`config.mk`:
```
export PLATFORM = sky130hd
export DESIGN_NAME = spa_bus_frame_controller
export DESIGN_NICKNAME = d
export VERILOG_FILES = /design/src/sv/sbfc_pkg.sv /design/src/sv/sbfc_front.sv /design/src/sv/sbfc_queue.sv /design/src/sv/sbfc_back.sv /design/src/sv/spa_bus_frame_controller.sv
export SDC_FILE = /design/constraint.sdc
export NUM_CORES = 1
export LEC_CHECK = 0
export BUFFER_PORTS_ARGS = -buffer_cell sky130_fd_sc_hd__buf_2
export CAP_MARGIN = 10
export CORE_MARGIN = 4
export CORE_UTILIZATION = 50
export CTS_BUF_LIST = sky130_fd_sc_hd__clkbuf_8
export DETAILED_ROUTE_END_ITERATION = 8
export GPL_TIMING_DRIVEN = 1
export MAX_ROUTING_LAYER = met4
export PLACE_DENSITY = 0.75
export SYNTH_ARGS = -nofsm -noshare
export SYNTH_HDL_FRONTEND = slang
export SYNTH_SLANG_ARGS = --single-unit
```
`constraint.sdc`:
```
create_clock -name clk -period 6.2 [get_ports clk]
set_clock_uncertainty 0.05 [all_clocks]
set_input_delay 1.24 -clock clk [delete_from_list [all_inputs] [get_ports clk]]
set_output_delay 1.24 -clock clk [all_outputs]
set_load 0.05 [all_outputs]
```
`src/sv/sbfc_pkg.sv`:
```
`timescale 1ns / 1ps
// shared types, constants and checksum helper for the spa bus frame controller
package sbfc_pkg;

    localparam int QUEUE_DEPTH = 2;

    // bus bytes
    localparam logic [7:0] START_BYTE  = 8'hA5;
    localparam logic [7:0] STATUS_NONE = 8'hFF;

    // received commands that update status
    localparam logic [7:0] CMD_TEMP   = 8'h06;
    localparam logic [7:0] CMD_BATH   = 8'h08;
    localparam logic [7:0] CMD_STAT_A = 8'h12;
    localparam logic [7:0] CMD_STAT_B = 8'h18;
    localparam logic [7:0] CMD_STAT_C = 8'h1A;

    // transmitted commands
    localparam logic [7:0] CMD_HEATER  = 8'h01;
    localparam logic [7:0] CMD_FILTER  = 8'h02;
    localparam logic [7:0] CMD_BUBBLES = 8'h03;
    localparam logic [7:0] CMD_TARGET  = 8'h04;
    localparam logic [7:0] CMD_BEAT    = 8'h16;

    // request kinds
    localparam logic KIND_BYTE = 1'b0;
    localparam logic KIND_HOLD = 1'b1;

    // result kinds
    localparam logic OUT_KIND_REPORT = 1'b0;
    localparam logic OUT_KIND_TX     = 1'b1;

    // register indexes
    localparam logic [2:0] REG_TX_EN       = 3'd0;
    localparam logic [2:0] REG_HOLD_EN     = 3'd1;
    localparam logic [2:0] REG_TARGET_EN   = 3'd2;
    localparam logic [2:0] REG_BEAT_EN     = 3'd3;
    localparam logic [2:0] REG_WANT_FILTER = 3'd4;
    localparam logic [2:0] REG_WANT_HEATER = 3'd5;
    localparam logic [2:0] REG_WANT_BUBBLE = 3'd6;
    localparam logic [2:0] REG_TARGET_C    = 3'd7;

    localparam logic [6:0] TARGET_RESET = 7'd38;

    typedef struct packed {
        logic       tx_en;
        logic       hold_en;
        logic       target_en;
        logic       beat_en;
        logic       want_filter;
        logic       want_heater;
        logic [7:0] want_bubbles;
        logic [6:0] target_celsius;
    } cfg_t;

    typedef struct packed {
        logic [7:0] temp;
        logic       temp_known;
        logic [7:0] bath;
        logic [7:0] stat_a;
        logic [7:0] stat_b;
        logic [7:0] stat_c;
    } status_t;

    typedef struct packed {
        logic       is_hold;
        logic [7:0] cmd;
        logic [7:0] value;
        logic [7:0] check;
        logic       ok;
        logic       heater;
        status_t    status;
    } job_t;

    typedef struct packed {
        logic       out_kind;
        logic [7:0] cmd;
        logic [7:0] value;
        logic [7:0] check;
        logic       ok;
        logic       last;
        status_t    status;
    } res_t;

    function automatic logic [7:0] frame_sum(input logic [7:0] cmd, input logic [7:0] val);
        frame_sum = START_BYTE + cmd + val;
    endfunction

endpackage

```
`src/sv/sbfc_front.sv`:
```
`timescale 1ns / 1ps
// front end: deframes bus bytes, tracks status, turns requests into jobs
module sbfc_front import sbfc_pkg::*;
(
    input  logic       clk,
    input  logic       rst_n,
    input  logic       in_valid,
    output logic       in_stall,
    input  logic       kind,
    input  logic [7:0] rx_byte,
    input  cfg_t       cfg,
    input  logic       q_full,
    output logic       q_push,
    output job_t       q_job
);

    typedef enum logic [3:0] {
        FP_HUNT  = 4'b0001,
        FP_CMD   = 4'b0010,
        FP_VALUE = 4'b0100,
        FP_CHECK = 4'b1000
    } fpos_t;

    fpos_t      fpos_reg, fpos_next;
    logic [7:0] held_cmd_reg, held_cmd_next;
    logic [7:0] held_value_reg, held_value_next;
    status_t    stat_reg, stat_next;
    logic       accept;
    logic       sum_ok;
    logic       needs_heat;
    logic       filter;

    assign in_stall = q_full;
    assign accept   = in_valid && !q_full;
    assign sum_ok   = (frame_sum(held_cmd_reg, held_value_reg) == rx_byte);
    assign filter   = cfg.want_filter || cfg.want_heater || (cfg.want_bubbles != 8'd0);
    assign needs_heat = !stat_reg.temp_known || (stat_reg.temp < {cfg.target_celsius, 1'b0});

    always_comb
    begin
        fpos_next       = fpos_reg;
        held_cmd_next   = held_cmd_reg;
        held_value_next = held_value_reg;
        stat_next       = stat_reg;
        q_push          = 1'b0;
        q_job           = '0;
        if (accept)
        begin
            if (kind == KIND_BYTE)
            begin
                if (rx_byte == START_BYTE)
                begin
                    fpos_next = FP_CMD;
                end
                else
                begin
                    unique case (fpos_reg)
                        FP_HUNT:
                        begin
                            fpos_next = FP_HUNT;
                        end
                        FP_CMD:
                        begin
                            held_cmd_next = rx_byte;
                            fpos_next     = FP_VALUE;
                        end
                        FP_VALUE:
                        begin
                            held_value_next = rx_byte;
                            fpos_next       = FP_CHECK;
                        end
                        FP_CHECK:
                        begin
                            fpos_next   = FP_HUNT;
                            q_push      = 1'b1;
                            q_job.cmd   = held_cmd_reg;
                            q_job.value = held_value_reg;
                            q_job.check = rx_byte;
                            q_job.ok    = sum_ok;
                            if (sum_ok)
                            begin
                                unique case (held_cmd_reg)
                                    CMD_TEMP:
                                    begin
                                        stat_next.temp       = held_value_reg;
                                        stat_next.temp_known = 1'b1;
                                    end
                                    CMD_BATH:   stat_next.bath   = held_value_reg;
                                    CMD_STAT_A: stat_next.stat_a = held_value_reg;
                                    CMD_STAT_B: stat_next.stat_b = held_value_reg;
                                    CMD_STAT_C: stat_next.stat_c = held_value_reg;
                                    default:    stat_next        = stat_reg;
                                endcase
                            end
                        end
                        default:
                        begin
                            fpos_next = FP_HUNT;
                        end
                    endcase
                end
            end
            else if (cfg.tx_en && cfg.hold_en)
            begin
                q_push        = 1'b1;
                q_job.is_hold = 1'b1;
                q_job.heater  = cfg.want_heater && filter && needs_heat;
            end
        end
        q_job.status = stat_next;
    end

    always_ff @(posedge clk or negedge rst_n)
    begin
        if (!rst_n)
        begin
            fpos_reg          <= FP_HUNT;
            held_cmd_reg      <= 8'd0;
            held_value_reg    <= 8'd0;
            stat_reg.temp       <= 8'd0;
            stat_reg.temp_known <= 1'b0;
            stat_reg.bath       <= STATUS_NONE;
            stat_reg.stat_a     <= STATUS_NONE;
            stat_reg.stat_b     <= STATUS_NONE;
            stat_reg.stat_c     <= STATUS_NONE;
        end
        else
        begin
            fpos_reg       <= fpos_next;
            held_cmd_reg   <= held_cmd_next;
            held_value_reg <= held_value_next;
            stat_reg       <= stat_next;
        end
    end

endmodule

```
`src/sv/sbfc_queue.sv`:
```
`timescale 1ns / 1ps
// short job queue between front end and back end
module sbfc_queue import sbfc_pkg::*;
#(
    parameter int DEPTH = QUEUE_DEPTH
)
(
    input  logic clk,
    input  logic rst_n,
    input  logic push,
    input  job_t push_job,
    output logic full,
    input  logic pop,
    output logic empty,
    output job_t head_job
);

    localparam int PTR_W = $clog2(DEPTH);
    localparam int CNT_W = $clog2(DEPTH + 1);

    job_t             mem_reg [DEPTH];
    logic [PTR_W-1:0] wr_ptr_reg, wr_ptr_next;
    logic [PTR_W-1:0] rd_ptr_reg, rd_ptr_next;
    logic [CNT_W-1:0] count_reg, count_next;
    logic             do_push;
    logic             do_pop;

    assign full     = (count_reg == CNT_W'(DEPTH));
    assign empty    = (count_reg == '0);
    assign do_push  = push && !full;
    assign do_pop   = pop && !empty;
    assign head_job = mem_reg[rd_ptr_reg];

    always_comb
    begin
        wr_ptr_next = wr_ptr_reg;
        rd_ptr_next = rd_ptr_reg;
        count_next  = count_reg;
        if (do_push)
        begin
            wr_ptr_next = (wr_ptr_reg == PTR_W'(DEPTH - 1)) ? '0 : wr_ptr_reg + 1'b1;
        end
        if (do_pop)
        begin
            rd_ptr_next = (rd_ptr_reg == PTR_W'(DEPTH - 1)) ? '0 : rd_ptr_reg + 1'b1;
        end
        if (do_push && !do_pop)
        begin
            count_next = count_reg + 1'b1;
        end
        else if (do_pop && !do_push)
        begin
            count_next = count_reg - 1'b1;
        end
    end

    always_ff @(posedge clk or negedge rst_n)
    begin
        if (!rst_n)
        begin
            wr_ptr_reg <= '0;
            rd_ptr_reg <= '0;
            count_reg  <= '0;
        end
        else
        begin
            wr_ptr_reg <= wr_ptr_next;
            rd_ptr_reg <= rd_ptr_next;
            count_reg  <= count_next;
        end
    end

    always_ff @(posedge clk)
    begin
        if (do_push)
        begin
            mem_reg[wr_ptr_reg] <= push_job;
        end
    end

endmodule

```
`src/sv/sbfc_back.sv`:
```
`timescale 1ns / 1ps
// back end: expands jobs into result frames through an output register
module sbfc_back import sbfc_pkg::*;
(
    input  logic clk,
    input  logic rst_n,
    input  cfg_t cfg,
    input  logic empty,
    input  job_t head_job,
    output logic pop,
    output logic out_valid,
    input  logic out_stall,
    output res_t res
);

    typedef enum logic [4:0] {
        ST_FILTER  = 5'b00001,
        ST_HEATER  = 5'b00010,
        ST_BUBBLES = 5'b00100,
        ST_TARGET  = 5'b01000,
        ST_BEAT    = 5'b10000
    } tx_step_t;

    tx_step_t   step_reg, step_next, step_after;
    logic       out_valid_reg, out_valid_next;
    res_t       res_reg, res_next;
    logic       load;
    logic       take;
    logic       filter;
    logic       last;
    logic [7:0] cmd;
    logic [7:0] value;

    assign load   = !out_valid_reg || !out_stall;
    assign take   = load && !empty;
    assign filter = cfg.want_filter || cfg.want_heater || (cfg.want_bubbles != 8'd0);

    // pick the frame for the current step of a hold job
    always_comb
    begin
        cmd        = CMD_FILTER;
        value      = {7'd0, filter};
        last       = 1'b0;
        step_after = ST_FILTER;
        unique case (step_reg)
            ST_FILTER:
            begin
                cmd        = CMD_FILTER;
                value      = {7'd0, filter};
                step_after = ST_HEATER;
            end
            ST_HEATER:
            begin
                cmd        = CMD_HEATER;
                value      = {7'd0, head_job.heater};
                step_after = ST_BUBBLES;
            end
            ST_BUBBLES:
            begin
                cmd        = CMD_BUBBLES;
                value      = cfg.want_bubbles;
                last       = !cfg.target_en && !cfg.beat_en;
                step_after = cfg.target_en ? ST_TARGET : ST_BEAT;
            end
            ST_TARGET:
            begin
                cmd        = CMD_TARGET;
                value      = {1'b0, cfg.target_celsius};
                last       = !cfg.beat_en;
                step_after = ST_BEAT;
            end
            ST_BEAT:
            begin
                cmd        = CMD_BEAT;
                value      = 8'd0;
                last       = 1'b1;
                step_after = ST_FILTER;
            end
            default:
            begin
                step_after = ST_FILTER;
            end
        endcase
    end

    always_comb
    begin
        res_next        = res_reg;
        step_next       = step_reg;
        pop             = 1'b0;
        out_valid_next  = out_valid_reg;
        if (load)
        begin
            out_valid_next = !empty;
        end
        if (take)
        begin
            res_next.status = head_job.status;
            if (head_job.is_hold)
            begin
                res_next.out_kind = OUT_KIND_TX;
                res_next.cmd      = cmd;
                res_next.value    = value;
                res_next.check    = frame_sum(cmd, value);
                res_next.ok       = 1'b1;
                res_next.last     = last;
                pop               = last;
                step_next         = last ? ST_FILTER : step_after;
            end
            else
            begin
                res_next.out_kind = OUT_KIND_REPORT;
                res_next.cmd      = head_job.cmd;
                res_next.value    = head_job.value;
                res_next.check    = head_job.check;
                res_next.ok       = head_job.ok;
                res_next.last     = 1'b1;
                pop               = 1'b1;
                step_next         = ST_FILTER;
            end
        end
    end

    always_ff @(posedge clk or negedge rst_n)
    begin
        if (!rst_n)
        begin
            step_reg      <= ST_FILTER;
            out_valid_reg <= 1'b0;
        end
        else
        begin
            step_reg      <= step_next;
            out_valid_reg <= out_valid_next;
        end
    end

    always_ff @(posedge clk)
    begin
        res_reg <= res_next;
    end

    assign out_valid = out_valid_reg;
    assign res       = res_reg;

endmodule

```
`src/sv/spa_bus_frame_controller.sv`:
```
`timescale 1ns / 1ps
// spa bus frame controller: bus byte deframing and hold frame generation
// enabled holds and checksum bytes become queued jobs; results leave the output register
// throughput: one request a cycle while the job queue has room; the back end sends
//   one result a cycle unless stalled; a hold job yields 3 to 5 results, a report 1
// the job queue holds QUEUE_DEPTH jobs; the back end sequencer sets the sustained rate
// reset (rst_n low, asynchronous): framer hunts for start, status bytes 0xff, temp unknown,
//   registers to their defaults, queue and output register empty
module spa_bus_frame_controller import sbfc_pkg::*;
#(
    parameter int QUEUE_DEPTH_P = QUEUE_DEPTH
)
(
    input  logic       clk,
    input  logic       rst_n,
    // request channel
    input  logic       in_valid,
    output logic       in_stall,
    input  logic       kind,
    input  logic [7:0] rx_byte,
    // result channel
    output logic       out_valid,
    input  logic       out_stall,
    output logic       out_kind,
    output logic [7:0] frame_cmd,
    output logic [7:0] frame_value,
    output logic [7:0] frame_check,
    output logic       check_ok,
    output logic       last_of_run,
    output logic [7:0] temp_half_deg,
    output logic       temp_known,
    output logic [7:0] bath_state,
    output logic [7:0] status_a,
    output logic [7:0] status_b,
    output logic [7:0] status_c,
    // register write port
    input  logic       cfg_we,
    input  logic [2:0] cfg_index,
    input  logic [7:0] cfg_data
);

    cfg_t cfg_reg, cfg_next;
    logic q_full;
    logic q_empty;
    logic q_push;
    logic q_pop;
    job_t q_job;
    job_t head_job;
    res_t res;

    // register writes, masked to each register's width
    always_comb
    begin
        cfg_next = cfg_reg;
        if (cfg_we)
        begin
            unique case (cfg_index)
                REG_TX_EN:       cfg_next.tx_en          = cfg_data[0];
                REG_HOLD_EN:     cfg_next.hold_en        = cfg_data[0];
                REG_TARGET_EN:   cfg_next.target_en      = cfg_data[0];
                REG_BEAT_EN:     cfg_next.beat_en        = cfg_data[0];
                REG_WANT_FILTER: cfg_next.want_filter    = cfg_data[0];
                REG_WANT_HEATER: cfg_next.want_heater    = cfg_data[0];
                REG_WANT_BUBBLE: cfg_next.want_bubbles   = cfg_data;
                REG_TARGET_C:    cfg_next.target_celsius = cfg_data[6:0];
                default:         cfg_next                = cfg_reg;
            endcase
        end
    end

    always_ff @(posedge clk or negedge rst_n)
    begin
        if (!rst_n)
        begin
            cfg_reg.tx_en          <= 1'b1;
            cfg_reg.hold_en        <= 1'b1;
            cfg_reg.target_en      <= 1'b1;
            cfg_reg.beat_en        <= 1'b1;
            cfg_reg.want_filter    <= 1'b0;
            cfg_reg.want_heater    <= 1'b0;
            cfg_reg.want_bubbles   <= 8'd0;
            cfg_reg.target_celsius <= TARGET_RESET;
        end
        else
        begin
            cfg_reg <= cfg_next;
        end
    end

    // front end: framer, status tracking, heater decision
    sbfc_front u_front (
        .clk      (clk),
        .rst_n    (rst_n),
        .in_valid (in_valid),
        .in_stall (in_stall),
        .kind     (kind),
        .rx_byte  (rx_byte),
        .cfg      (cfg_reg),
        .q_full   (q_full),
        .q_push   (q_push),
        .q_job    (q_job)
    );

    // decouples the framer from the frame sequencer
    sbfc_queue #(
        .DEPTH (QUEUE_DEPTH_P)
    ) u_queue (
        .clk      (clk),
        .rst_n    (rst_n),
        .push     (q_push),
        .push_job (q_job),
        .full     (q_full),
        .pop      (q_pop),
        .empty    (q_empty),
        .head_job (head_job)
    );

    // back end: one result frame per cycle into the output register while not stalled
    sbfc_back u_back (
        .clk       (clk),
        .rst_n     (rst_n),
        .cfg       (cfg_reg),
        .empty     (q_empty),
        .head_job  (head_job),
        .pop       (q_pop),
        .out_valid (out_valid),
        .out_stall (out_stall),
        .res       (res)
    );

    // result fields
    assign out_kind      = res.out_kind;
    assign frame_cmd     = res.cmd;
    assign frame_value   = res.value;
    assign frame_check   = res.check;
    assign check_ok      = res.ok;
    assign last_of_run   = res.last;
    assign temp_half_deg = res.status.temp;
    assign temp_known    = res.status.temp_known;
    assign bath_state    = res.status.bath;
    assign status_a      = res.status.stat_a;
    assign status_b      = res.status.stat_b;
    assign status_c      = res.status.stat_c;

endmodule

```
==> impl_metrics.toml <==
[logic_synthesis]
synth.lib_cells_used.distinct = 59
postSynthCellCount = 776
dominantRegCellSynth = "sky130_fd_sc_hd__edfxtp_1"
synth-seq-area-share = 0.684
syn-mean-instance-area_um2 = 16.0
ffs_w_async_s_r_synth = 0.311
mappedNetlistNets = 832
synth_area_um2 = 12400
ys_seq_elements = 296
synth-edff-count = 204
ys.warnings.count = 0

[power]
design_power_total_uw = 6760
switching_share = 0.376
power-per-cell-area_nw_per_um2 = 473
intPower_uw = 4220
p_leak_uw = 0.00569
combPwrFrac = 0.320
total_switching_power_uw = 2540
vdd_drop_max_mv = 0.319
seq_power_share = 0.414
clkPwrFrac = 0.267

[worst_setup_path]
element_type_at_the_critical_path_start = "register"
path_class = "reg -> reg"
critical_path.endpoint_type = "register"
worst-endpoint-arrival_ns = 4.08
cp_max_fo = 9
worst_r2r_path_depth = 11
required_ns = 6.45

[clock_tree]
cts_tree = "done"
ctsHoldBuffers = 0
insertion_delay_ns = 0.58
post-cts-setup-buffers = 0
htree_num_levels = 2
cts.root.buffer_cell = "sky130_fd_sc_hd__clkbuf_8"
cts_clk_pin_slew_worst_paths_ns = 0.06
cts-resized-gates = 0
numCtsBuffers = 48
ctsLongestPathBuffers = 3
cts_sinks = 296

[global_routing]
globalRouteOverflowTotal = 0
grt_use_met1 = 0.255
grt_util_met3 = 0.0412
grt_usage = 0.189
global_route.usage.met2 = 0.292
grt_pass1_vias = 6732
largest_net_degree_at_the_start_of_global_routing = 74
wire_length_of_the_first_global_routing_pass_mm = 38.1
antenna_found_initial = 0
top_usage_layer_grt = "met2"

[timing]
rsz0062_at_grt = "no"
final_count_of_pins_violating_max_slew = 0
slew-limit-headroom = 0.276
timing.setup.tns_ns = 0
layout_worst_path_cycle_share = 0.618
report.final.setup_viol = 0
fmax_mhz = 261
tightest_slew_ns = 1.08
timing.final.crit_period_ns = 3.83
timing.final.hold_violations = 0

[layout]
largest_register_ffs = 136
postLayoutCellArea_um2 = 14300
finalNetCount = 960
insertedDiodeCount = 0
final-instance-count-excl-fill = 1268
final_util = 0.587
synthToLayoutAreaGrowth_pct = 15.3
share_of_layout_cells_above_drive_strength_1 = 0.294

[run]
max_cap_viol_count = 0

[placement]
post-place-cells = 1177
dp_hpwl_mm = 16.0
post_placement_cell_area_um2 = 13200
place.gp.congestion = 0.830
port-buffer-count = 94

[die]
initial_util = 0.509
die_x_um = 165
num_io_pins = 95
placementRows = 57
fp.dieH_um = 165
core-area_um2 = 24300
die_area_um2 = 27400

[hold_path]
worst_hold_path.num_cells = 2
min_path_type = "reg -> reg"

[status]
run_status = "completed"

[drt]
drc_violations_left = 0
postRouteAntennaNets = 0
totalWireLength_mm = 24.6
vias_per_cell = 5.34
via_count = 6770
route.detailed.wl_per_inst_um = 19.4
length_of_the_first_detailed_routing_pass_in_iterations = 5
drt_iter0_markers = 417
-- cells in the final DEF (no fill, tap or decap), types with 13 or more instances in the layout --
| cell | n |
|---|---|
| sky130_fd_sc_hd__and2_1 | 27 |
| sky130_fd_sc_hd__nor2_1 | 34 |
| sky130_fd_sc_hd__xor2_1 | 13 |
| sky130_fd_sc_hd__inv_1 | 33 |
| sky130_fd_sc_hd__clkbuf_8 | 54 |
| sky130_fd_sc_hd__dfrtp_1 | 50 |
| sky130_fd_sc_hd__mux2_1 | 75 |
| sky130_fd_sc_hd__mux2i_1 | 21 |
| sky130_fd_sc_hd__ha_1 | 29 |
| sky130_fd_sc_hd__nand2_1 | 32 |
| sky130_fd_sc_hd__buf_2 | 93 |
| sky130_fd_sc_hd__a21oi_1 | 22 |
| sky130_fd_sc_hd__mux2_4 | 40 |
| sky130_fd_sc_hd__edfxtp_1 | 204 |
| sky130_fd_sc_hd__dfstp_2 | 41 |
-- layout make-up --
class                   instances  area (um2)
flip-flops and latches        296        8480
clock buffers                  54         743
well taps                     324         405
repair buffers                104         548
multi-input cells             424        3680
clock inverters                36         314
inverters                      30         113
fillers                      1821       10000
-- layer usage --
layer	part of all wire	vias to the layer above
met5	0	-
met4	0.027	0
met3	0.063	55
met2	0.48	214
met1	0.43	3368
li1	-	3133
-- cell usage after synthesis (all sizes together), types with 2 or more instances --
cell	n	area [um2]
edfxtp	204	6130
mux2	118	1480
dfrtp	51	1280
dfstp	41	1080
nor2	35	131
nand2	32	120
inv	30	113
ha	29	363
and2	27	169
a21oi	22	110
mux2i	22	220
clkbuf	20	75.1
o21ai	18	93.8
xor2	13	114
xnor2	10	87.6
a211oi	9	72.6
nor2b	9	56.3
a21o	8	60.1
nor3	8	45.0
buf	6	60.1
nor4	6	50.0
a22o	4	35.0
and3	4	25.0
nand3b	4	30.0
nand4	4	25.0
nor3b	4	30.0
a31oi	3	33.8
nand2b	3	18.8
nand3	3	15.0
nor4b	3	26.3
a22oi	2	15.0
fa	2	40.0
nand4b	2	17.5
nand4bb	2	22.5
o2111ai	2	30.0
o21a	2	15.0
o31ai	2	15.0
or2	2	15.0
-- worst max-delay path: stages, from the launching register on --
cell and delay (ns):
sky130_fd_sc_hd__dfrtp_1 0.51, sky130_fd_sc_hd__ha_1 0.35, sky130_fd_sc_hd__ha_1 0.17, sky130_fd_sc_hd__inv_1 0.06
sky130_fd_sc_hd__fa_1 0.49, sky130_fd_sc_hd__xor2_1 0.16, sky130_fd_sc_hd__nand2_1 0.10, sky130_fd_sc_hd__nor4_2 0.32
sky130_fd_sc_hd__o2111ai_2 0.19, sky130_fd_sc_hd__nor3_2 0.20, sky130_fd_sc_hd__and3_1 0.60, sky130_fd_sc_hd__mux2_4 0.36
-- stage by stage --
step	worst slack, ns	hold slack (ns)
2_1_floorplan	0.585	0.410
3_3_place_gp	2.19	0.434
3_5_place_dp	2.14	0.438
4_1_cts	2.13	0.464
5_1_grt	2.09	0.479
6_report	2.37	0.453
-- power by group through the flow --
stage / logic (uW) / clock network, uW / registers, uW
after floorplan: 1020 / 0 / 3410
final: 2160 / 1800 / 2800
after detailed placement: 2170 / 0 / 2840
after global placement: 2160 / 0 / 2830
after global routing: 2330 / 1940 / 2840
after CTS: 2180 / 1840 / 2800
-- cell families after synthesis --
logic type	after synthesis	share of synthesized area
AO/OA/AOI/OAI	78	0.0427
buffers and inverters	56	0.0200
multiplexers	140	0.137
adder cells (fa/ha/maj)	31	0.0325
AND/OR/NAND/NOR	152	0.0669
flip-flops	296	0.684
XOR/XNOR	23	0.0163
-- worst paths after layout --
kind                                                start                     end  slack (ns)
worst max register to register  u_front.held_value_reg[1]  u_queue.mem_reg[1][38]        2.37
worst min register to register           u_back.out_valid        u_back.out_valid        0.45
max in group asynchronous                           rst_n             cfg_reg[20]        4.34
worst min-delay path                     u_back.out_valid        u_back.out_valid        0.45
worst max-delay path            u_front.held_value_reg[1]  u_queue.mem_reg[1][38]        2.37
min in group asynchronous                           rst_n    u_front.stat_reg[34]        0.72
No activity file was read; power rests on OpenSTA's default activity.
